### src/hw/rtl/clqm_pkg.sv
package clqm_pkg;

    localparam int NODE_W   = 4;
    localparam int QUEUE_W  = 2;
    localparam int COUNT_W  = 5;
    localparam int STATUS_W = 2;

    localparam int DEFAULT_NODES  = 16;
    localparam int DEFAULT_QUEUES = 4;

    localparam logic MODE_APPEND = 1'b0;
    localparam logic MODE_REMOVE = 1'b1;

    localparam logic [STATUS_W-1:0] ST_OK     = 2'd0;
    localparam logic [STATUS_W-1:0] ST_LINKED = 2'd1;
    localparam logic [STATUS_W-1:0] ST_EMPTY  = 2'd2;
    localparam logic [STATUS_W-1:0] ST_ABSENT = 2'd3;

    typedef struct packed {
        logic               mode;
        logic [QUEUE_W-1:0] queue_id;
        logic [NODE_W-1:0]  node;
    } req_word_t;

    typedef struct packed {
        logic [STATUS_W-1:0] status;
        logic [COUNT_W-1:0]  count;
        logic [NODE_W-1:0]   head;
        logic                head_valid;
    } rsp_word_t;

    typedef struct packed {
        logic ready;
        logic clear;
        logic accept;
        logic eval;
        logic tail;
        logic push;
    } ctl_cmd_t;

    typedef struct packed {
        logic clear_done;
        logic need_tail;
        logic out_room;
    } dp_status_t;

    function automatic logic [10:0] wrap_node(input logic [NODE_W-1:0] v,
                                              input logic [10:0] m);
        logic [10:0] r;
        r = 11'(v);
        for (int i = 0; i < 8; i++) begin
            if (r >= m) begin
                r = r - m;
            end
        end
        return r;
    endfunction

    function automatic logic [6:0] wrap_queue(input logic [QUEUE_W-1:0] v,
                                              input logic [6:0] m);
        logic [6:0] r;
        r = 7'(v);
        for (int i = 0; i < 3; i++) begin
            if (r >= m) begin
                r = r - m;
            end
        end
        return r;
    endfunction

endpackage

### src/hw/rtl/clqm_ctrl.sv
module clqm_ctrl (
    input  logic                  clk,
    input  logic                  rst_n,
    input  logic                  req_valid,
    input  clqm_pkg::dp_status_t  status,
    output clqm_pkg::ctl_cmd_t    cmd
);

    typedef enum logic [4:0] {
        S_CLEAR = 5'b00001,
        S_IDLE  = 5'b00010,
        S_EVAL  = 5'b00100,
        S_TAIL  = 5'b01000,
        S_PUSH  = 5'b10000
    } state_t;

    state_t state_reg;
    state_t state_next;

    always_ff @(posedge clk or negedge rst_n)
    begin
        if (!rst_n)
        begin
            state_reg <= S_CLEAR;
        end
        else
        begin
            state_reg <= state_next;
        end
    end

    always_comb
    begin
        state_next = state_reg;
        case (state_reg)
            S_CLEAR:
            begin
                if (status.clear_done)
                begin
                    state_next = S_IDLE;
                end
            end
            S_IDLE:
            begin
                if (req_valid)
                begin
                    state_next = S_EVAL;
                end
            end
            S_EVAL:
            begin
                state_next = status.need_tail ? S_TAIL : S_PUSH;
            end
            S_TAIL:
            begin
                state_next = S_PUSH;
            end
            S_PUSH:
            begin
                if (status.out_room)
                begin
                    state_next = S_IDLE;
                end
            end
            default:
            begin
                state_next = S_CLEAR;
            end
        endcase
    end

    always_comb
    begin
        cmd.ready  = (state_reg == S_IDLE);
        cmd.clear  = (state_reg == S_CLEAR);
        cmd.accept = (state_reg == S_IDLE) && req_valid;
        cmd.eval   = (state_reg == S_EVAL);
        cmd.tail   = (state_reg == S_TAIL);
        cmd.push   = (state_reg == S_PUSH) && status.out_room;
    end

endmodule

### src/hw/rtl/clqm_datapath.sv
module clqm_datapath #(
    parameter int NODES  = clqm_pkg::DEFAULT_NODES,
    parameter int QUEUES = clqm_pkg::DEFAULT_QUEUES
) (
    input  logic                  clk,
    input  logic                  rst_n,
    input  clqm_pkg::ctl_cmd_t    cmd,
    output clqm_pkg::dp_status_t  status,
    input  clqm_pkg::req_word_t   req_word,
    output logic                  rsp_valid,
    input  logic                  rsp_stall,
    output clqm_pkg::rsp_word_t   rsp_word
);

    localparam int NIW  = $clog2(NODES);
    localparam int QIW  = (QUEUES > 1) ? $clog2(QUEUES) : 1;
    localparam int CW   = $clog2(NODES + 1);
    localparam int CLR  = (NODES > QUEUES) ? NODES : QUEUES;
    localparam int CLRW = $clog2(CLR);

    logic [NIW-1:0] next_mem   [NODES];
    logic [NIW-1:0] prev_mem   [NODES];
    logic           linked_mem [NODES];
    logic [QIW-1:0] owner_mem  [NODES];
    logic [NIW-1:0] qhead_mem  [QUEUES];
    logic           qne_mem    [QUEUES];
    logic [CW-1:0]  qcnt_mem   [QUEUES];

    logic [CLRW-1:0] clr_reg;
    logic            mode_reg;
    logic [QIW-1:0]  q_reg;
    logic [NIW-1:0]  n_reg;

    logic [NIW-1:0] rd_next_reg;
    logic [NIW-1:0] rd_prev_reg;
    logic           rd_linked_reg;
    logic [QIW-1:0] rd_owner_reg;
    logic [NIW-1:0] rd_qhead_reg;
    logic           rd_qne_reg;
    logic [CW-1:0]  rd_qcnt_reg;

    clqm_pkg::rsp_word_t res_reg;
    clqm_pkg::rsp_word_t res_next;
    clqm_pkg::rsp_word_t rsp_word_reg;
    logic                rsp_valid_reg;

    logic [NIW-1:0] n_in;
    logic [QIW-1:0] q_in;
    logic           clr_in_q;
    logic           clr_in_n;
    logic           op_ok;
    logic           need_tail;
    logic           new_ne;
    logic [NIW-1:0] new_head;
    logic [CW-1:0]  new_cnt;

    logic           q_we;
    logic [QIW-1:0] q_wa;
    logic           t_we;
    logic [NIW-1:0] t_wa;
    logic           t_linked;
    logic           nx_we;
    logic [NIW-1:0] nx_wa;
    logic [NIW-1:0] nx_wd;
    logic           pv_we;
    logic [NIW-1:0] pv_wa;
    logic [NIW-1:0] pv_wd;
    logic           pv_re;
    logic [NIW-1:0] pv_ra;

    assign n_in = NIW'(clqm_pkg::wrap_node(req_word.node, 11'(NODES)));
    assign q_in = QIW'(clqm_pkg::wrap_queue(req_word.queue_id, 7'(QUEUES)));

    assign clr_in_q = (32'(clr_reg) < QUEUES);
    assign clr_in_n = (32'(clr_reg) < NODES);

    always_ff @(posedge clk or negedge rst_n)
    begin
        if (!rst_n)
        begin
            clr_reg <= '0;
        end
        else if (cmd.clear && (clr_reg != CLRW'(CLR - 1)))
        begin
            clr_reg <= clr_reg + CLRW'(1);
        end
    end

    always_ff @(posedge clk)
    begin
        if (cmd.accept)
        begin
            mode_reg <= req_word.mode;
            q_reg    <= q_in;
            n_reg    <= n_in;
        end
    end

    // Operation evaluation from the words read at accept time.
    always_comb
    begin
        op_ok     = 1'b0;
        need_tail = 1'b0;
        new_ne    = rd_qne_reg;
        new_head  = rd_qhead_reg;
        new_cnt   = rd_qcnt_reg;
        res_next  = '0;
        if (mode_reg == clqm_pkg::MODE_APPEND)
        begin
            if (rd_linked_reg)
            begin
                res_next.status = clqm_pkg::ST_LINKED;
            end
            else
            begin
                res_next.status = clqm_pkg::ST_OK;
                op_ok     = 1'b1;
                need_tail = rd_qne_reg;
                new_ne    = 1'b1;
                new_head  = rd_qne_reg ? rd_qhead_reg : n_reg;
                new_cnt   = rd_qcnt_reg + CW'(1);
            end
        end
        else
        begin
            if (!rd_qne_reg)
            begin
                res_next.status = clqm_pkg::ST_EMPTY;
            end
            else if (!rd_linked_reg || (rd_owner_reg != q_reg))
            begin
                res_next.status = clqm_pkg::ST_ABSENT;
            end
            else
            begin
                res_next.status = clqm_pkg::ST_OK;
                op_ok = 1'b1;
                if (rd_qhead_reg == n_reg)
                begin
                    if (rd_next_reg == n_reg)
                    begin
                        new_ne   = 1'b0;
                        new_head = '0;
                    end
                    else
                    begin
                        new_head = rd_next_reg;
                    end
                end
                if (rd_qcnt_reg != '0)
                begin
                    new_cnt = rd_qcnt_reg - CW'(1);
                end
            end
        end
        res_next.count      = clqm_pkg::COUNT_W'(new_cnt);
        res_next.head       = new_ne ? clqm_pkg::NODE_W'(new_head) : '0;
        res_next.head_valid = new_ne;
    end

    always_comb
    begin
        q_we     = (cmd.clear && clr_in_q) || (cmd.eval && op_ok);
        q_wa     = cmd.clear ? clr_reg[QIW-1:0] : q_reg;
        t_we     = (cmd.clear && clr_in_n) || (cmd.eval && op_ok);
        t_wa     = cmd.clear ? clr_reg[NIW-1:0] : n_reg;
        t_linked = !cmd.clear && (mode_reg == clqm_pkg::MODE_APPEND);

        nx_we = 1'b0;
        nx_wa = n_reg;
        nx_wd = n_reg;
        pv_we = 1'b0;
        pv_wa = n_reg;
        pv_wd = n_reg;
        if (cmd.eval && op_ok)
        begin
            nx_we = 1'b1;
            pv_we = 1'b1;
            if (mode_reg == clqm_pkg::MODE_APPEND)
            begin
                nx_wa = n_reg;
                nx_wd = rd_qne_reg ? rd_qhead_reg : n_reg;
                pv_wa = rd_qne_reg ? rd_qhead_reg : n_reg;
                pv_wd = n_reg;
            end
            else
            begin
                nx_wa = rd_prev_reg;
                nx_wd = rd_next_reg;
                pv_wa = rd_next_reg;
                pv_wd = rd_prev_reg;
            end
        end
        else if (cmd.tail)
        begin
            nx_we = 1'b1;
            nx_wa = rd_prev_reg;
            nx_wd = n_reg;
            pv_we = 1'b1;
            pv_wa = n_reg;
            pv_wd = rd_prev_reg;
        end

        pv_re = cmd.accept || (cmd.eval && need_tail);
        pv_ra = cmd.accept ? n_in : rd_qhead_reg;
    end

    always_ff @(posedge clk)
    begin
        if (q_we)
        begin
            qne_mem[q_wa]   <= cmd.clear ? 1'b0 : new_ne;
            qhead_mem[q_wa] <= cmd.clear ? '0 : new_head;
            qcnt_mem[q_wa]  <= cmd.clear ? '0 : new_cnt;
        end
        if (cmd.accept)
        begin
            rd_qne_reg   <= qne_mem[q_in];
            rd_qhead_reg <= qhead_mem[q_in];
            rd_qcnt_reg  <= qcnt_mem[q_in];
        end
    end

    always_ff @(posedge clk)
    begin
        if (t_we)
        begin
            linked_mem[t_wa] <= t_linked;
            owner_mem[t_wa]  <= q_reg;
        end
        if (cmd.accept)
        begin
            rd_linked_reg <= linked_mem[n_in];
            rd_owner_reg  <= owner_mem[n_in];
        end
    end

    always_ff @(posedge clk)
    begin
        if (nx_we)
        begin
            next_mem[nx_wa] <= nx_wd;
        end
        if (cmd.accept)
        begin
            rd_next_reg <= next_mem[n_in];
        end
    end

    // A read and a write at the same address return the old word.
    always_ff @(posedge clk)
    begin
        if (pv_we)
        begin
            prev_mem[pv_wa] <= pv_wd;
        end
        if (pv_re)
        begin
            rd_prev_reg <= prev_mem[pv_ra];
        end
    end

    always_ff @(posedge clk)
    begin
        if (cmd.eval)
        begin
            res_reg <= res_next;
        end
        if (cmd.push)
        begin
            rsp_word_reg <= res_reg;
        end
    end

    always_ff @(posedge clk or negedge rst_n)
    begin
        if (!rst_n)
        begin
            rsp_valid_reg <= 1'b0;
        end
        else if (cmd.push)
        begin
            rsp_valid_reg <= 1'b1;
        end
        else if (!rsp_stall)
        begin
            rsp_valid_reg <= 1'b0;
        end
    end

    assign status.clear_done = (clr_reg == CLRW'(CLR - 1));
    assign status.need_tail  = need_tail;
    assign status.out_room   = !rsp_valid_reg || !rsp_stall;

    assign rsp_valid = rsp_valid_reg;
    assign rsp_word  = rsp_word_reg;

endmodule

### src/hw/rtl/circular_linked_queue_manager.sv
// Sequence: a request word reads the tables when it is accepted, is evaluated and
// written back, and its result word is registered on the output once it has room;
// an append to a queue that already holds nodes adds a tail step, a read-then-rewrite
// of the link tables. No new word is taken until the last result has been pushed.
// Reset: rst_n clears the controller at once; a clearing pass over max(NODES, QUEUES)
// entries then zeroes the queue table and link flags before the first word is taken.
module circular_linked_queue_manager #(
    parameter int NODES  = clqm_pkg::DEFAULT_NODES,
    parameter int QUEUES = clqm_pkg::DEFAULT_QUEUES
) (
    input  logic                 clk,
    input  logic                 rst_n,
    input  logic                 req_valid,
    output logic                 req_stall,
    input  clqm_pkg::req_word_t  req_word,
    output logic                 rsp_valid,
    input  logic                 rsp_stall,
    output clqm_pkg::rsp_word_t  rsp_word
);

    clqm_pkg::ctl_cmd_t   cmd;
    clqm_pkg::dp_status_t status;

    clqm_ctrl u_ctrl (
        .clk       (clk),
        .rst_n     (rst_n),
        .req_valid (req_valid),
        .status    (status),
        .cmd       (cmd)
    );

    clqm_datapath #(
        .NODES  (NODES),
        .QUEUES (QUEUES)
    ) u_datapath (
        .clk       (clk),
        .rst_n     (rst_n),
        .cmd       (cmd),
        .status    (status),
        .req_word  (req_word),
        .rsp_valid (rsp_valid),
        .rsp_stall (rsp_stall),
        .rsp_word  (rsp_word)
    );

    assign req_stall = !cmd.ready;

endmodule

### config.mk
export PLATFORM = sky130hd
export DESIGN_NAME = circular_linked_queue_manager
export DESIGN_NICKNAME = d
export VERILOG_FILES = /design/src/hw/rtl/clqm_pkg.sv /design/src/hw/rtl/clqm_ctrl.sv /design/src/hw/rtl/clqm_datapath.sv /design/src/hw/rtl/circular_linked_queue_manager.sv
export SDC_FILE = /design/constraint.sdc
export NUM_CORES = 1
export LEC_CHECK = 0
export BUFFER_PORTS_ARGS = -buffer_cell sky130_fd_sc_hd__buf_2
export CAP_MARGIN = 15
export CELL_PAD_IN_SITES_DETAIL_PLACEMENT = 1
export CELL_PAD_IN_SITES_GLOBAL_PLACEMENT = 2
export CORE_MARGIN = 2
export CORE_UTILIZATION = 52
export CTS_BUF_LIST = sky130_fd_sc_hd__clkbuf_8
export DETAILED_ROUTE_END_ITERATION = 10
export GPL_TIMING_DRIVEN = 0
export MAX_ROUTING_LAYER = met4
export PLACE_DENSITY_LB_ADDON = 0.1
export SLEW_MARGIN = 20
export SYNTH_ARGS = -nofsm -noshare
export SYNTH_HDL_FRONTEND = slang
export SYNTH_SLANG_ARGS = --single-unit
### constraint.sdc
create_clock -name clk -period 8.01 [get_ports clk]
set_clock_uncertainty 0.15 [all_clocks]
set_input_delay 0.801 -clock clk [delete_from_list [all_inputs] [get_ports clk]]
set_output_delay 0.801 -clock clk [all_outputs]
set_load 0.01 [all_outputs]
==> metrics.md <==
| Metric | Value |
|---|---|
| Post_cts resized | 0 |
| Status | finished clean |
| Pleak | 4.44 nW |
| RSZ-0062 raised after global routing | no |
| Overall Power | 3.44 mW |
| Total Die Area | 24,800 um2 |
| Syn Inst Count | 808 |
| DRT Pass-1 Iters | 5 |
| Slew Limit Fails | 0 |
| Synth top area share | 0.656 |
| Commonest register cell after synthesis | edfxtp_1 |
| Flop pwr share | 0.512 |
| Crit path launch type | register |
| Reg2reg setup slack | 4.09 ns |
| Combinational Power Share | 0.177 |
| Root Driver | clkbuf_8 |
| Dominant cells by area after synthesis | edfxtp_1 66%, mux4_2 8.3%, nor2_1 2.8%, dfrtp_1 1.8%, mux2i_1 1.8% |
| Least-Margin Pin Slew | 1.03 ns |
| Vias in the first global route | 7,974 |
| CP required | 8.06 ns |
| Vias per inst | 6.14 |
| Yosys warns | 0 |
| Critical path endpoint category | register |
| Register area share after synthesis | 0.676 |
| Crit path DAT | 3.97 ns |
| Power share of the clock group | 0.311 |
| Final core utilization | 0.581 |
| Total I/O pin count | 25 |
| Pre-CTS setup slack | 4.15 ns |
| Clk sinks | 278 |
| Switching share of power | 0.291 |
| # port buffers | 23 |
| Wire per inst | 25.3 um |
| Worst hold path type | register to register |
| Reg clk slew, reported paths | 0.06 ns |
| DRT antenna net count | 0 |
| Mapped Area | 12,300 um2 |
| Worst-skew pair later-pin latency | 0.56 ns |
| Area growth, synth to finish | 10.5% |
| Num rows | 56 |
| Async S/R FF share, synth | 0.0360 |
| Die Span X | 158 um |
| Fmax | 255 MHz |
| CTS Buf Count | 46 |
| Die Y-Extent | 158 um |
| Max Root-Sink Buffers | 3 |
| Critical R2R Launch | u_ctrl.state_reg[0] |
| HPWL after DPL | 22.1 mm |
| Fin crit share | 0.489 |
| Pin count of the biggest net entering global routing | 33 |
| Final std cells w/o fill | 1,224 |
| Slack of the critical path | 4.09 ns |
| Cell accounting for the most synthesized area | edfxtp_1 |
| GR Overflow Total | 0 |
| Synth Register Bits | 278 |
| Hold Path Origin | u_datapath.res_reg[7] |
| H-tree levels | 2 |
| Syn_nets | 822 |
| Pint | 2.44 mW |
| Initial DRC count | 583 |
| Via count | 7,510 |
| Crit-path max FO | 20 |
| CP Class | register to register |
| Max rail drop VDD | 0.000184 V |
| R2r endpoint | u_datapath.prev_mem[13][2] |
| Pwr/cell area | 254 nW/um2 |
| Initial Util | 0.526 |
| Maxcap violations | 0 |
| Setup TNS | 0 ns |
| First-pass GRT wire length | 47.4 mm |
| Fillers | 2,229 |
| Final hold violation count | 0 |
| Placed insts | 1,150 |
| Post-route minimum period | 3.92 ns |
| Switch Pwr | 1.00 mW |
| Gpl congestion | 0.897 |
| Syn Area/Cell | 15.2 um2 |
| Netlist cell types | 74 |
| Worst slew margin | 0.312 |
| DRC | 0 |
| R2R depth | 8 |
| Largest regs | u_datapath.next_mem x64, u_datapath.prev_mem x64, u_datapath.owner_mem x32 |
| Initial antenna violation count | 0 |
| Fin area | 13,600 um2 |
| Core region area | 23,300 um2 |
| Routed WL | 31.0 mm |
| Placed instance area | 12,800 um2 |
| Proportion of layout cells with a drive suffix above 1 | 0.193 |
| Post-synth EDFFs | 268 |
| Total track usage | 0.266 |
| Hold EP | u_datapath.rsp_word[7] |
| CTS tree | done |
| Final setup violation count | 0 |
| WHS | 0.274 ns |
| Diode count | 0 |
| Post-layout net count | 894 |
| Hold path cells | 0 |
metal layers:
| layer | wire [um] | up-vias | part of all wire | track usage |
|---|---|---|---|---|
| met5 | 0 | - | 0 | - |
| met4 | 702 | 0 | 0.023 | 0.0758 |
| met3 | 1480 | 63 | 0.048 | 0.0386 |
| met2 | 15000 | 229 | 0.48 | 0.421 |
| met1 | 13800 | 3900 | 0.45 | 0.365 |
| li1 | - | 3318 | - | - |
worst max-delay path by stage:
| stage | startpoint | end |
|---|---|---|
| final | u_ctrl.state_reg[0] | u_datapath.prev_mem[13][2] |
| after global routing | u_ctrl.state_reg[0] | u_datapath.prev_mem[9][0] |
| after CTS | u_ctrl.state_reg[0] | u_datapath.prev_mem[8][1] |
| after detailed placement | u_ctrl.state_reg[0] | u_datapath.prev_mem[8][1] |
| after global placement | u_ctrl.state_reg[0] | u_datapath.prev_mem[9][1] |
| after floorplan | req_word[0] | u_datapath.rd_linked_reg |
timing repair:
item                                   4_1_cts  5_1_grt
endpoints found under the hold margin        9        0
buffers inserted                             0        0
hold buffers                                 1        0
synthesized netlist by cell type, types with 4 or more instances:
cell and count:
nand3b_1 4, nand3_1 13, mux2i_1 22, clkbuf_1 22, o221ai_1 4, inv_1 20, a211oi_1 5, nor2_1 93
a21boi_0 5, o211ai_1 4, o2111ai_1 5, edfxtp_1 268, xnor2_1 10, a31oi_1 9, o21ai_0 23, mux4_2 45
nor3_1 11, mux2_2 13, a2bb2oi_1 4, or3_1 4, nor2b_1 7, a21oi_1 29, o22ai_1 4, xor2_1 7
a32oi_1 4, or2_2 5, nand2_1 36, nand4_1 6, and2_1 12, dfrtp_1 9, nor4_1 9, a311oi_1 4
and3_1 6, buf_2 13, nand2b_1 11
cells by family after synthesis:
| logic type | count (synthesis) | synth area share |
|---|---|---|
| adders and majority gates | 3 | 0.00306 |
| buffers and inverters | 65 | 0.0230 |
| and+or+nand+nor | 234 | 0.0962 |
| xor gates and xnor gates | 17 | 0.0121 |
| AOI/OAI and AO/OA | 131 | 0.0769 |
| muxes | 80 | 0.112 |
| DFF | 278 | 0.676 |
placed cells by master (no fill, tap or decap), types with 22 or more instances in the layout:
cell type / n
nand2_1: 36
o21ai_0: 23
clkbuf_1: 22
mux4_2: 45
edfxtp_1: 268
inv_1: 32
nor2_1: 91
clkbuf_8: 47
mux2i_1: 22
a21oi_1: 28
buf_2: 36
power by group through the flow:
stage | combinational, mW | clock, mW | sequential [mW]
final | 0.611 | 1.07 | 1.76
after global routing | 0.660 | 1.14 | 1.77
after detailed placement | 0.602 | 0 | 1.79
after floorplan | 0.402 | 0 | 1.77
after CTS | 0.606 | 1.09 | 1.76
after global placement | 0.575 | 0 | 1.79
layout make-up:
cell class | count | area [um2] | area share
tap | 319 | 399 | 0.0294
multi-input combinational | 465 | 3700 | 0.273
timing repair buffer | 24 | 125 | 0.00923
inverter | 24 | 90.1 | 0.00664
buffer | 41 | 193 | 0.0142
sequential | 278 | 8300 | 0.612
clock buffer | 47 | 647 | 0.0477
clock inverter | 26 | 105 | 0.00775
worst max-delay path: stages (launching register included):
cell	delay, ns
dfstp_2	0.60
nor3_1	0.09
nand3b_1	0.33
clkinv_1	0.63
a2bb2oi_1	0.32
o221ai_1	0.21
inv_1	0.54
nand3_1	0.27
nor2_1	0.42
Note: power is estimated with default switching activity, not from simulation.
